[src/hw/rtl/assert_macros.svh]
// Assertion macros shared by the RTL of the saturation adjust block.
// Depends on nothing; included by the files that carry assertions.
`ifndef ASSERT_MACROS_SVH
`define ASSERT_MACROS_SVH

// Same-cycle implication, disabled while reset is active.
`define PSA_ASSERT_IMP(lbl, clk, rst_n, ante, cons, msg) \
  lbl: assert property (@(posedge clk) disable iff (!rst_n) (ante) |-> (cons)) \
    else $error(msg);

// Next-cycle implication, disabled while reset is active.
`define PSA_ASSERT_NXT(lbl, clk, rst_n, ante, cons, msg) \
  lbl: assert property (@(posedge clk) disable iff (!rst_n) (ante) |=> (cons)) \
    else $error(msg);

`endif

[src/hw/rtl/psa_pkg.sv]
// Package of the pixel saturation adjust block: widths, weights and codes.
// Depends on nothing; used by every module of the block.
`default_nettype none

package psa_pkg;

  localparam int CHANNEL_BITS_DEF = 8;
  localparam int PIXEL_W          = 24;

  // Brightness P carries this many fraction bits.
  localparam int FRAC_BITS = 8;

  // Gain is in units of 1/GAIN_UNIT, and GAIN_UNIT is 2^GAIN_SHIFT - 1.
  localparam int GAIN_W     = 10;
  localparam int GAIN_SHIFT = 8;
  localparam int GAIN_UNIT  = (1 << GAIN_SHIFT) - 1;
  localparam logic [GAIN_W-1:0] GAIN_RESET    = GAIN_W'(GAIN_UNIT);
  localparam logic [GAIN_W-1:0] GAIN_IDENTITY = GAIN_W'(GAIN_UNIT);

  // Luma weights in Q0.16; they sum to exactly 1.0.
  localparam int WEIGHT_W = 16;
  localparam logic [WEIGHT_W-1:0] WEIGHT_R = 16'd19595;
  localparam logic [WEIGHT_W-1:0] WEIGHT_G = 16'd38470;
  localparam logic [WEIGHT_W-1:0] WEIGHT_B = 16'd7471;

  // Register port.
  localparam int APB_ADDR_W = 2;
  localparam int APB_DATA_W = 32;
  localparam logic [APB_ADDR_W-1:0] ADDR_SATURATION_GAIN = 2'd0;

endpackage

`default_nettype wire

[src/hw/rtl/psa_bright_sum.sv]
// Weighted sum of squared channels, the radicand of the brightness.
// Depends on psa_pkg; three register stages: squares, products, sum.
`default_nettype none

module psa_bright_sum #(
  parameter int CHANNEL_BITS = psa_pkg::CHANNEL_BITS_DEF
) (
  input  logic                                      clk_i,
  input  logic [3*CHANNEL_BITS-1:0]                 chan_i,
  output logic [2*(CHANNEL_BITS+psa_pkg::FRAC_BITS)-1:0] sum_o,
  output logic [3*CHANNEL_BITS-1:0]                 chan_o
);
  import psa_pkg::*;

  localparam int SQ_W  = 2 * CHANNEL_BITS;
  localparam int SUM_W = 2 * (CHANNEL_BITS + FRAC_BITS);

  localparam logic [WEIGHT_W-1:0] WEIGHTS [3] = '{WEIGHT_R, WEIGHT_G, WEIGHT_B};

  logic [SQ_W-1:0]  sq_q   [3];
  logic [SUM_W-1:0] prod_q [3];
  logic [SUM_W-1:0] sum_q;
  logic [3*CHANNEL_BITS-1:0] chan1_q, chan2_q, chan3_q;

  always_ff @(posedge clk_i) begin
    for (int k = 0; k < 3; k++) begin
      sq_q[k]   <= SQ_W'(chan_i[(2-k)*CHANNEL_BITS +: CHANNEL_BITS])
                 * SQ_W'(chan_i[(2-k)*CHANNEL_BITS +: CHANNEL_BITS]);
      prod_q[k] <= SUM_W'(WEIGHTS[k]) * SUM_W'(sq_q[k]);
    end
    sum_q   <= prod_q[0] + prod_q[1] + prod_q[2];
    chan1_q <= chan_i;
    chan2_q <= chan1_q;
    chan3_q <= chan2_q;
  end

  assign sum_o  = sum_q;
  assign chan_o = chan3_q;

endmodule

`default_nettype wire

[src/hw/rtl/psa_sqrt_cell.sv]
// One cell of the square root chain: settles one root bit per stage.
// Depends on psa_pkg for its parameter defaults; instantiated by the top level.
`default_nettype none

module psa_sqrt_cell #(
  parameter int ROOT_W = psa_pkg::CHANNEL_BITS_DEF + psa_pkg::FRAC_BITS,
  parameter int SIDE_W = 3 * psa_pkg::CHANNEL_BITS_DEF
) (
  input  logic                  clk_i,
  input  logic [ROOT_W+1:0]     rem_i,
  input  logic [ROOT_W-1:0]     root_i,
  input  logic [2*ROOT_W-1:0]   rad_i,
  input  logic [SIDE_W-1:0]     side_i,
  output logic [ROOT_W+1:0]     rem_o,
  output logic [ROOT_W-1:0]     root_o,
  output logic [2*ROOT_W-1:0]   rad_o,
  output logic [SIDE_W-1:0]     side_o
);

  logic [ROOT_W+1:0]   rem_sh, trial, rem_d, rem_q;
  logic [ROOT_W-1:0]   root_d, root_q;
  logic [2*ROOT_W-1:0] rad_q;
  logic [SIDE_W-1:0]   side_q;

  // The incoming remainder never exceeds twice the partial root, so its
  // low ROOT_W bits hold it entirely before the next radicand pair enters.
  always_comb begin
    rem_sh = {rem_i[ROOT_W-1:0], rad_i[2*ROOT_W-1 -: 2]};
    trial  = {root_i, 2'b01};
    if (rem_sh >= trial) begin
      rem_d  = rem_sh - trial;
      root_d = {root_i[ROOT_W-2:0], 1'b1};
    end else begin
      rem_d  = rem_sh;
      root_d = {root_i[ROOT_W-2:0], 1'b0};
    end
  end

  always_ff @(posedge clk_i) begin
    rem_q  <= rem_d;
    root_q <= root_d;
    rad_q  <= {rad_i[2*ROOT_W-3:0], 2'b00};
    side_q <= side_i;
  end

  assign rem_o  = rem_q;
  assign root_o = root_q;
  assign rad_o  = rad_q;
  assign side_o = side_q;

endmodule

`default_nettype wire

[src/hw/rtl/psa_chan_adjust.sv]
// Per-channel adjust: P + (c - P) * gain / 255, clamped to the channel range.
// Depends on psa_pkg; four register stages, the last one drives the result.
`default_nettype none

module psa_chan_adjust #(
  parameter int CHANNEL_BITS = psa_pkg::CHANNEL_BITS_DEF
) (
  input  logic                                        clk_i,
  input  logic [CHANNEL_BITS-1:0]                     chan_i,
  input  logic [CHANNEL_BITS+psa_pkg::FRAC_BITS-1:0]  bright_i,
  input  logic [psa_pkg::GAIN_W-1:0]                  gain_i,
  output logic [CHANNEL_BITS-1:0]                     chan_o
);
  import psa_pkg::*;

  localparam int ROOT_W  = CHANNEL_BITS + FRAC_BITS;
  localparam int DIFF_W  = ROOT_W + 1;
  localparam int PROD_W  = DIFF_W + GAIN_W + 1;
  localparam int P255_W  = ROOT_W + GAIN_SHIFT;
  localparam int T_W     = PROD_W + 1;
  localparam int U_W     = CHANNEL_BITS + GAIN_SHIFT;
  localparam int SHIFT   = U_W + GAIN_SHIFT;
  localparam longint unsigned RECIP_VAL = (64'd1 << SHIFT) / GAIN_UNIT;
  localparam int RECIP_W = U_W + 1;
  localparam int MUL_W   = U_W + RECIP_W;
  localparam logic [RECIP_W-1:0] RECIP = RECIP_W'(RECIP_VAL);
  localparam logic signed [T_W-1:0] T_OVER =
    T_W'(longint'(GAIN_UNIT) << (CHANNEL_BITS + FRAC_BITS));
  localparam logic [CHANNEL_BITS-1:0] CHAN_MAX = '1;

  // Stage 1: the two products that make up t.
  logic signed [DIFF_W-1:0]   diff;
  logic signed [GAIN_W:0]     gain_s;
  logic signed [PROD_W-1:0]   prod_d, prod_q;
  logic        [P255_W-1:0]   p255_d, p255_q;

  assign diff   = $signed({1'b0, chan_i, FRAC_BITS'(0)}) - $signed({1'b0, bright_i});
  assign gain_s = $signed({1'b0, gain_i});
  assign prod_d = diff * gain_s;
  assign p255_d = {bright_i, GAIN_SHIFT'(0)} - P255_W'(bright_i);

  // Stage 2: t, its sign and whether it overflows the channel.
  logic signed [T_W-1:0] t_sum;
  logic                  neg2_q, over2_q;
  logic [U_W-1:0]        u2_q;

  assign t_sum = T_W'($signed({1'b0, p255_q})) + T_W'(prod_q);

  // Stage 3: quotient estimate by reciprocal multiply.
  logic                  neg3_q, over3_q;
  logic [U_W-1:0]        u3_q;
  logic [MUL_W-1:0]      mul_q;

  // Stage 4: the estimate is low by at most one; one compare fixes it.
  logic [CHANNEL_BITS-1:0] q_est, q_fix, chan_d, chan_q;
  logic [U_W-1:0]          rem;

  always_comb begin
    q_est = mul_q[SHIFT +: CHANNEL_BITS];
    rem   = u3_q - ({q_est, GAIN_SHIFT'(0)} - U_W'(q_est));
    q_fix = (rem >= U_W'(GAIN_UNIT)) ? q_est + 1'b1 : q_est;
    if (neg3_q) begin
      chan_d = '0;
    end else if (over3_q) begin
      chan_d = CHAN_MAX;
    end else begin
      chan_d = q_fix;
    end
  end

  always_ff @(posedge clk_i) begin
    prod_q  <= prod_d;
    p255_q  <= p255_d;
    neg2_q  <= t_sum[T_W-1];
    over2_q <= (t_sum >= T_OVER);
    u2_q    <= t_sum[FRAC_BITS +: U_W];
    neg3_q  <= neg2_q;
    over3_q <= over2_q;
    u3_q    <= u2_q;
    mul_q   <= MUL_W'(u2_q) * MUL_W'(RECIP);
    chan_q  <= chan_d;
  end

  assign chan_o = chan_q;

endmodule

`default_nettype wire

[src/hw/rtl/pixel_saturation_adjust.sv]
// Top level of the pixel saturation adjust block.
// Depends on psa_pkg, psa_bright_sum, psa_sqrt_cell, psa_chan_adjust, assert_macros.svh.
//
// Usage: a pixel item is offered on pixel_in_i with start high and is taken
// at that clock edge, since busy stays low; the block takes one item in every
// cycle. Each item gives one adjusted pixel on pixel_out_o, marked by
// result_valid_o for a single cycle. The receiver cannot stall the block,
// so no item ever waits inside it and results leave in the order items came.
// The core is a square root chain of CHANNEL_BITS + 8 cells, one root bit
// per cell, fed by three stages that form the weighted sum of squares and
// followed by four stages per channel that scale, divide by 255 and clamp.
// All stages advance every cycle, so throughput is one item per clock.
// The gain register is written over the APB-style port at address 0
// and may be changed only while no item is in flight. Reset clears the valid
// line, so no result appears until an item is taken, and sets the gain to
// 255, which passes pixels through unchanged.
`default_nettype none
`include "assert_macros.svh"

module pixel_saturation_adjust #(
  parameter int CHANNEL_BITS = psa_pkg::CHANNEL_BITS_DEF
) (
  input  logic                             clk_i,
  input  logic                             rst_ni,
  input  logic                             start,
  output logic                             busy,
  input  logic [psa_pkg::PIXEL_W-1:0]      pixel_in_i,
  output logic                             result_valid_o,
  output logic [psa_pkg::PIXEL_W-1:0]      pixel_out_o,
  input  logic                             psel,
  input  logic                             penable,
  input  logic                             pwrite,
  input  logic [psa_pkg::APB_ADDR_W-1:0]   paddr,
  input  logic [psa_pkg::APB_DATA_W-1:0]   pwdata,
  output logic [psa_pkg::APB_DATA_W-1:0]   prdata,
  output logic                             pready
);
  import psa_pkg::*;

  localparam int CHAN3_W = 3 * CHANNEL_BITS;
  localparam int ROOT_W  = CHANNEL_BITS + FRAC_BITS;
  localparam int LATENCY = 3 + ROOT_W + 4;
  localparam logic [PIXEL_W-1:0] IN_MASK =
    (CHAN3_W >= PIXEL_W) ? '1 : PIXEL_W'((64'd1 << CHAN3_W) - 1);

  // Gain register. Writes land on the access phase of the port.
  logic [GAIN_W-1:0] gain_d, gain_q;

  assign pready = 1'b1;
  assign prdata = APB_DATA_W'(gain_q);

  always_comb begin
    gain_d = gain_q;
    if (psel && penable && pwrite && pready && (paddr == ADDR_SATURATION_GAIN)) begin
      gain_d = pwdata[GAIN_W-1:0];
    end
  end

  // Valid line that runs alongside the datapath.
  logic [LATENCY-1:0] vld_d, vld_q;

  assign busy  = 1'b0;
  assign vld_d = {vld_q[LATENCY-2:0], start};

  always_ff @(posedge clk_i or negedge rst_ni) begin
    if (!rst_ni) begin
      gain_q <= GAIN_RESET;
      vld_q  <= '0;
    end else begin
      gain_q <= gain_d;
      vld_q  <= vld_d;
    end
  end

  assign result_valid_o = vld_q[LATENCY-1];

  // Channels of the incoming pixel; input bits above the channels are ignored,
  // and missing high bits of wide channels read as zero.
  logic [CHAN3_W-1:0] px_used;

  if (CHAN3_W >= PIXEL_W) begin : g_in_wide
    assign px_used = CHAN3_W'(pixel_in_i);
  end else begin : g_in_narrow
    assign px_used = pixel_in_i[CHAN3_W-1:0];
  end

  // Weighted sum of squares.
  logic [2*ROOT_W-1:0] sum;
  logic [CHAN3_W-1:0]  chan_sum;

  psa_bright_sum #(
    .CHANNEL_BITS(CHANNEL_BITS)
  ) u_sum (
    .clk_i  (clk_i),
    .chan_i (px_used),
    .sum_o  (sum),
    .chan_o (chan_sum)
  );

  // Square root chain. The channels ride along in each cell so they reach
  // the adjust stages together with the brightness.
  logic [ROOT_W+1:0]   rem_w  [ROOT_W+1];
  logic [ROOT_W-1:0]   root_w [ROOT_W+1];
  logic [2*ROOT_W-1:0] rad_w  [ROOT_W+1];
  logic [CHAN3_W-1:0]  side_w [ROOT_W+1];

  assign rem_w[0]  = '0;
  assign root_w[0] = '0;
  assign rad_w[0]  = sum;
  assign side_w[0] = chan_sum;

  for (genvar i = 0; i < ROOT_W; i++) begin : g_cell
    psa_sqrt_cell #(
      .ROOT_W(ROOT_W),
      .SIDE_W(CHAN3_W)
    ) u_cell (
      .clk_i  (clk_i),
      .rem_i  (rem_w[i]),
      .root_i (root_w[i]),
      .rad_i  (rad_w[i]),
      .side_i (side_w[i]),
      .rem_o  (rem_w[i+1]),
      .root_o (root_w[i+1]),
      .rad_o  (rad_w[i+1]),
      .side_o (side_w[i+1])
    );
  end

  // Per-channel scaling, red first.
  logic [CHANNEL_BITS-1:0] ch_res [3];

  for (genvar k = 0; k < 3; k++) begin : g_adj
    psa_chan_adjust #(
      .CHANNEL_BITS(CHANNEL_BITS)
    ) u_adj (
      .clk_i    (clk_i),
      .chan_i   (side_w[ROOT_W][(2-k)*CHANNEL_BITS +: CHANNEL_BITS]),
      .bright_i (root_w[ROOT_W]),
      .gain_i   (gain_q),
      .chan_o   (ch_res[k])
    );
  end

  // Packing; wide channels are cut to the output field.
  logic [CHAN3_W-1:0] px_res;

  assign px_res = {ch_res[0], ch_res[1], ch_res[2]};

  if (CHAN3_W >= PIXEL_W) begin : g_out_wide
    assign pixel_out_o = px_res[PIXEL_W-1:0];
  end else begin : g_out_narrow
    assign pixel_out_o = PIXEL_W'(px_res);
  end

  // A grey pixel has brightness equal to its channels and so comes back as it
  // went in, whatever the gain.
  logic grey_in;

  assign grey_in = (px_used[2*CHANNEL_BITS +: CHANNEL_BITS]
                    == px_used[CHANNEL_BITS +: CHANNEL_BITS])
                && (px_used[CHANNEL_BITS +: CHANNEL_BITS]
                    == px_used[0 +: CHANNEL_BITS]);

  `PSA_ASSERT_IMP(a_result_has_item, clk_i, rst_ni, result_valid_o, $past(start, LATENCY), "result without an item taken at the pipeline latency")
  `PSA_ASSERT_IMP(a_grey_kept, clk_i, rst_ni, result_valid_o && $past(start && grey_in, LATENCY), pixel_out_o == $past(pixel_in_i & IN_MASK, LATENCY), "grey pixel was altered")
  `PSA_ASSERT_IMP(a_zero_gain_grey, clk_i, rst_ni, result_valid_o && (gain_q == '0), (ch_res[0] == ch_res[1]) && (ch_res[1] == ch_res[2]), "zero gain did not give a grey pixel")
  `PSA_ASSERT_NXT(a_identity_gain, clk_i, rst_ni, vld_q[LATENCY-2] && (gain_q == GAIN_IDENTITY), pixel_out_o == $past(pixel_in_i & IN_MASK, LATENCY), "identity gain changed the pixel")

endmodule

`default_nettype wire

[config.mk]
export PLATFORM = sky130hd
export DESIGN_NAME = pixel_saturation_adjust
export DESIGN_NICKNAME = d
export VERILOG_FILES = /design/src/hw/rtl/psa_pkg.sv /design/src/hw/rtl/psa_bright_sum.sv /design/src/hw/rtl/psa_sqrt_cell.sv /design/src/hw/rtl/psa_chan_adjust.sv /design/src/hw/rtl/pixel_saturation_adjust.sv
export VERILOG_INCLUDE_DIRS = /design/src /design/src/hw/rtl
export SDC_FILE = /design/constraint.sdc
export NUM_CORES = 2
export LEC_CHECK = 0
export BUFFER_PORTS_ARGS = -buffer_cell sky130_fd_sc_hd__buf_4
export CORE_ASPECT_RATIO = 1.2
export CORE_MARGIN = 2
export CORE_UTILIZATION = 39
export CTS_BUF_LIST = sky130_fd_sc_hd__clkbuf_4 sky130_fd_sc_hd__clkbuf_8 sky130_fd_sc_hd__clkbuf_16
export DETAILED_ROUTE_END_ITERATION = 12
export GPL_TIMING_DRIVEN = 0
export SLEW_MARGIN = 20
export SYNTH_ARGS = -nofsm -noshare
export SYNTH_HDL_FRONTEND = slang
export SYNTH_HIERARCHICAL = 1
export SYNTH_SLANG_ARGS = --single-unit
export TNS_END_PERCENT = 30
[constraint.sdc]
create_clock -name clk_i -period 10.07 [get_ports clk_i]
set_input_delay 0.5035 -clock clk_i [delete_from_list [all_inputs] [get_ports clk_i]]
set_output_delay 0.5035 -clock clk_i [all_outputs]
set_load 0.03 [all_outputs]
# Word-level counts from Yosys, hierarchy flattened
# Memories as Yosys holds them, arrays and structs flattened.
# Index checks and enable logic that the tools add are counted.
[op_classes] n_mux=37 reduce_logical=4 order_cmp=22 mul=12 n_addsub=33
[op_table] operator="16-bit two-way mux" n=14
[op_table] operator="16-bit by 17-bit multiplier with 32-bit output (second input constant)" n=3
[op_table] operator="25-bit by 28-bit adder with 29-bit output" n=3
[op_table] operator="29-bit by 25-bit >= comparator with 1-bit output (second input constant)" n=3
[op_table] operator="17-bit by 11-bit multiplier with 28-bit output" n=3
[op_table] operator="32-bit adder" n=2
[op_table] operator="16-bit subtractor" n=4
[op_table] operator="16-bit by 8-bit subtractor with 16-bit output" n=4
[op_table] operator="15-bit by 16-bit multiplier with 31-bit output (first input constant)" n=2
[op_table] operator="16-bit by 16-bit subtractor with 17-bit output" n=3
[op_table] operator="16-bit by 8-bit >= comparator with 1-bit output (second input constant)" n=3
[op_table] operator="8-bit by 8-bit multiplier with 16-bit output" n=3
[op_table] operator="8-bit two-way mux" n=6
[op_table] operator="13-bit by 16-bit multiplier with 29-bit output (first input constant)" n=1
[op_table] operator="8-bit by 1-bit adder with 8-bit output (second input constant)" n=3
[op_table] operator="24-bit by 16-bit subtractor with 24-bit output" n=1
[op_table] operator="18-bit by 10-bit >= comparator with 1-bit output" n=1
[op_table] operator="18-bit by 11-bit >= comparator with 1-bit output" n=1
[op_table] operator="18-bit by 12-bit >= comparator with 1-bit output" n=1
[op_table] operator="18-bit by 13-bit >= comparator with 1-bit output" n=1
[op_table] operator="18-bit by 14-bit >= comparator with 1-bit output" n=1
[op_table] operator="18-bit by 15-bit >= comparator with 1-bit output" n=1
[op_table] operator="18-bit by 16-bit >= comparator with 1-bit output" n=1
[op_table] operator="18-bit by 17-bit >= comparator with 1-bit output" n=1
[op_table] operator="other kinds (25)" n=42
[totals] memories=2 mem_bits_rw=144 regBits=1460 wordCells=207 inputBits=64 output_inout_bits=59
[mem_list] name="u_sum.prod_q" words=3 word_bits=32 read_ports=3 rd_clocked_by_memory_dff=0 write_ports=3 line="psa_bright_sum.sv:21" rtl="logic [SUM_W-1:0] prod_q [3];"
[mem_list] name="u_sum.sq_q" words=3 word_bits=16 read_ports=3 rd_clocked_by_memory_dff=0 write_ports=3 line="psa_bright_sum.sv:20" rtl="logic [SQ_W-1:0] sq_q [3];"

# Depth between registers and ports, before layout
[logic_depth] ltp_word=5 depth_mapped=31 ltp_nobuf=30

# By module
# The synthesis kept the hierarchy.
[modules_own_cells] module="psa_sqrt_cell" area_per_inst_um2=3066.7 cells_per_inst=268 instances=16
[modules_own_cells] module="psa_bright_sum" area_per_inst_um2=23542.6 cells_per_inst=2358 instances=1
[modules_own_cells] module="psa_chan_adjust (g_adj[1].u_adj)" area_per_inst_um2=12713.4 cells_per_inst=1412 instances=1
[modules_own_cells] module="psa_chan_adjust (g_adj[0].u_adj)" area_per_inst_um2=12498.2 cells_per_inst=1395 instances=1
[modules_own_cells] module="psa_chan_adjust (g_adj[2].u_adj)" area_per_inst_um2=12280.5 cells_per_inst=1343 instances=1
[modules_own_cells] module="pixel_saturation_adjust" area_per_inst_um2=1179.9 cells_per_inst=71 instances=1

# Worst setup path after synthesis
# OpenSTA, ideal clock, no wires.
[synth_path] path_kind="register -> register" from="register g_cell[15].u_cell.root_q[0]" to="register g_adj[0].u_adj.prod_q[27]" path_buffers=1 arrival_time_ns=7.255 setup_slack_ns=2.742 setup_ns=0.072 stages_incl_launch_ff=29 path_cell_list="dfxtp_1 > clkbuf_1 > inv_1 > ha_1 > nor4b_1 > a31oi_1 > nor2_1 > o21ai_0 > a21oi_1 > o21ai_0 > a21oi_1 > o41ai_1 > nand2_1 > fa_1 > inv_1 > fa_1 > fa_1 > fa_1 > inv_1 > fa_1 > inv_1 > ha_1 > or2_2 > a21oi_1 > a21oi_1 > a211oi_1 > o21ai_0 > a21oi_1 > xnor2_1"
[synth_via] elab_chain_cells=2
[synth_lines] element="start: declaration" line="psa_sqrt_cell.sv:21" rtl="logic [ROOT_W-1:0] root_d, root_q;"
[synth_lines] element="start signal: assignment" line="psa_sqrt_cell.sv:41" rtl="root_q <= root_d;"
[synth_lines] element="16-bit by 16-bit subtractor with 17-bit output" line="psa_chan_adjust.sv:37" rtl="assign diff = $signed({1'b0, chan_i, FRAC_BITS'(0)}) - $signed({1'b0, bright_i});"
[synth_lines] element="17-bit by 11-bit multiplier with 28-bit output" line="psa_chan_adjust.sv:39" rtl="assign prod_d = diff * gain_s;"
[synth_lines] element="via g_adj[0].u_adj.prod_d[27]" line="psa_chan_adjust.sv:34" rtl="logic signed [PROD_W-1:0] prod_d, prod_q;"
[synth_lines] element="end signal: assignment" line="psa_chan_adjust.sv:72" rtl="prod_q <= prod_d;"
[synth_lines] element="end: declaration" line="psa_chan_adjust.sv:34"
# The timed path passes the listed nets, and every way through them passes these cells.
# A chain may end at the register's enable or synchronous reset.

# Worst setup path after layout
[layout_path] from="register g_cell[15].u_cell.root_q[0]" to="register g_adj[2].u_adj.prod_q[25]"
[layout_via] elab_chain_cells=2
[layout_lines] element="16-bit by 16-bit subtractor with 17-bit output" line="psa_chan_adjust.sv:37"
[layout_lines] element="17-bit by 11-bit multiplier with 28-bit output" line="psa_chan_adjust.sv:39"
[layout_lines] element="via g_adj[2].u_adj.prod_d[25]" line="psa_chan_adjust.sv:34"
[layout_lines] element="end signal: assignment" line="psa_chan_adjust.sv:72"
[layout_lines] element="end: declaration" line="psa_chan_adjust.sv:34"
# The timed path passes the listed nets, and every way through them passes these cells.

==> results.cfg <==
[timing]
finalSetupTns_ns = 0
post-route-period-util_pct = 88.3
rsz0062_at_grt = false
final-max-slew-violation-count = 0
skew_ns = 0.0836
hold_viol = 0
period_needed_ns = 8.89
setup_viol = 0
worst_pin_slew_ns = 1.19
slew-limit-headroom_pct = 20.0
fmax_ghz = 0.112

[routing]
first_pass_iters = 5
antenna_left = 0
wire_per_inst_um = 15.7
drc = 0
finalWirelength_um = 222000
drtIter0Drc = 3087
vias = 69500
vias_per_cell = 4.91

[clocking]
postCtsSetupBuffers = 0
cts_tree = built
cts_made_buffers = 186
cts_resized = 0
clk_latency_ns = 0.87
root_buffer = clkbuf_16
clk_pin_slew_ns = 0.06
ctsHoldBuffers = 36
cts.sink_count = 1696
htree_levels = 4
clk_path_buf_depth = 4

[final_layout]
stdcell_count = 14200
regArea_um2 = 34100
nNetsFinal = 12600
final_util_pct = 43.8
fillers = 24800
multi_input_area_um2 = 61900
synthToLayoutAreaGrowth_pct = 11.9
drive_gt1_share_pct = 8.22
fin_area_um2 = 115000

[setup_path]
cp_max_fo = 21
ff2ff_setup_slack_ns = 1.18
critPathCaptureType = register
rr_worst_depth = 28
crit_path_frequent_cell = fa_1
crit_type = reg -> reg
cp_slowest_cell = dfxtp_2
startpoint_type = register
critPathRequiredTime_ns = 10.76
slowest_delay_ns = 0.73
cp.arrival_ns = 9.58

[logic_synthesis]
netlist_area_um2 = 103000
yosys_warnings = 6
avgSynthCellArea_um2 = 10.1
syn_inst = 10200

[floorplan]
die_w_um = 472
coreArea_um2 = 262000
initial_core_util_pct = 39.2
placementRows = 206
fp.dieH_um = 566
boundaryPins = 123
die_area_um2 = 267000

[placed_design]
post-place-cells = 13800
dp_hpwl_um = 178000
place_area_um2 = 108000
place.gp.congestion = 0.908
io_buffers = 76

[global_routing]
antenna_found_initial = 3
grt_max_degree = 34
grt_first_pass_wirelength_um = 366000
gr-total-overflow = 0
grt_pass1_vias = 72500
grt_usage_pct = 16.6

[worst_hold_path]
whs_path_depth = 3
hp-class = in -> reg

[flow_run]
maxCapViolCount = 0

[run_status]
status = finished clean
[critical path, delay by kind of cell (launching register included)]
family / cells / cell delay [ns]
and+or+nand+nor: 4 / 0.67
xor gates and xnor gates: 1 / 0.30
adders and majority gates: 7 / 3.22
buffers and inverters: 6 / 1.12
DFF: 1 / 0.73
AOI/OAI and AO/OA: 10 / 2.69
[per-stage QoR]
stage	setup WS, ns	hold WS, ns
final	1.18	0.132
after global routing	0.709	0.0949
after CTS	0.826	0.0674
after detailed placement	0.858	0.312
after global placement	0.573	0.310
after floorplan	2.74	0.208
[cells in the final DEF (no fill, tap or decap), types with 98 or more instances in the layout]
cell type / count
mux2_2: 148
nand3_1: 164
conb_1: 102
a21o_1: 140
clkbuf_1: 119
inv_1: 1594
a21oi_1: 414
dfxtp_1: 1662
xor2_1: 196
xnor2_1: 391
and2_1: 353
nand2_1: 636
nor3_1: 150
buf_4: 100
fa_1: 738
o21ai_0: 350
clkbuf_16: 188
nor2_1: 364
ha_1: 1268
o211ai_1: 98
[final timing paths]
path / endpoint / startpoint
max in group asynchronous: gain_q[4] / rst_ni
min in group asynchronous: vld_q[0] / rst_ni
max: g_adj[2].u_adj/prod_q[25] / g_cell[15].u_cell/root_o[0]
min: gain_q[6] / paddr[1]
max reg2reg: g_adj[2].u_adj/prod_q[25] / g_cell[15].u_cell/root_o[0]
min reg2reg: g_cell[9].u_cell/rad_o[26] / g_cell[8].u_cell/rad_o[24]
[final cells by class]
class                           instances  share of cell area, %
Buffer                                202                  0.947
Tap cell                             3432                   3.74
Clock inverter                         93                   1.12
Sequential cell                      1696                   29.7
Antenna cell                            3                0.00653
Clock buffer                          242                   4.59
Timing Repair Buffer                  115                  0.856
Inverter                             1594                   5.21
Multi-Input combinational cell       6778                   53.8
[sequential cells by signal, indices dropped and copies added, names as in the netlist, 32 cells and up]
signal	count
u_sum/sum_o	32
g_adj.u_adj/p255_q	72
g_cell.u_cell/rem_o	240
g_adj.u_adj/prod_q	84
g_adj.u_adj/u2_q	48
g_cell.u_cell/rad_o	240
u_sum/prod_q	88
g_cell.u_cell/side_o	384
g_adj.u_adj/mul_q	48
u_sum/sq_q	45
g_cell.u_cell/root_o	256
[layer usage]
metal  up-vias  global-route usage, %  wire, um
li1      34500                      -         -
met3       431                   2.08      7580
met1     33400                   19.3     91500
met4         0                   6.15      8520
met2      1168                   30.8    114000
met5         -                      0         0
Power is left out: the tool's default activity adds up to more than one toggle a clock period on the data nets, which glitch-free logic cannot reach.
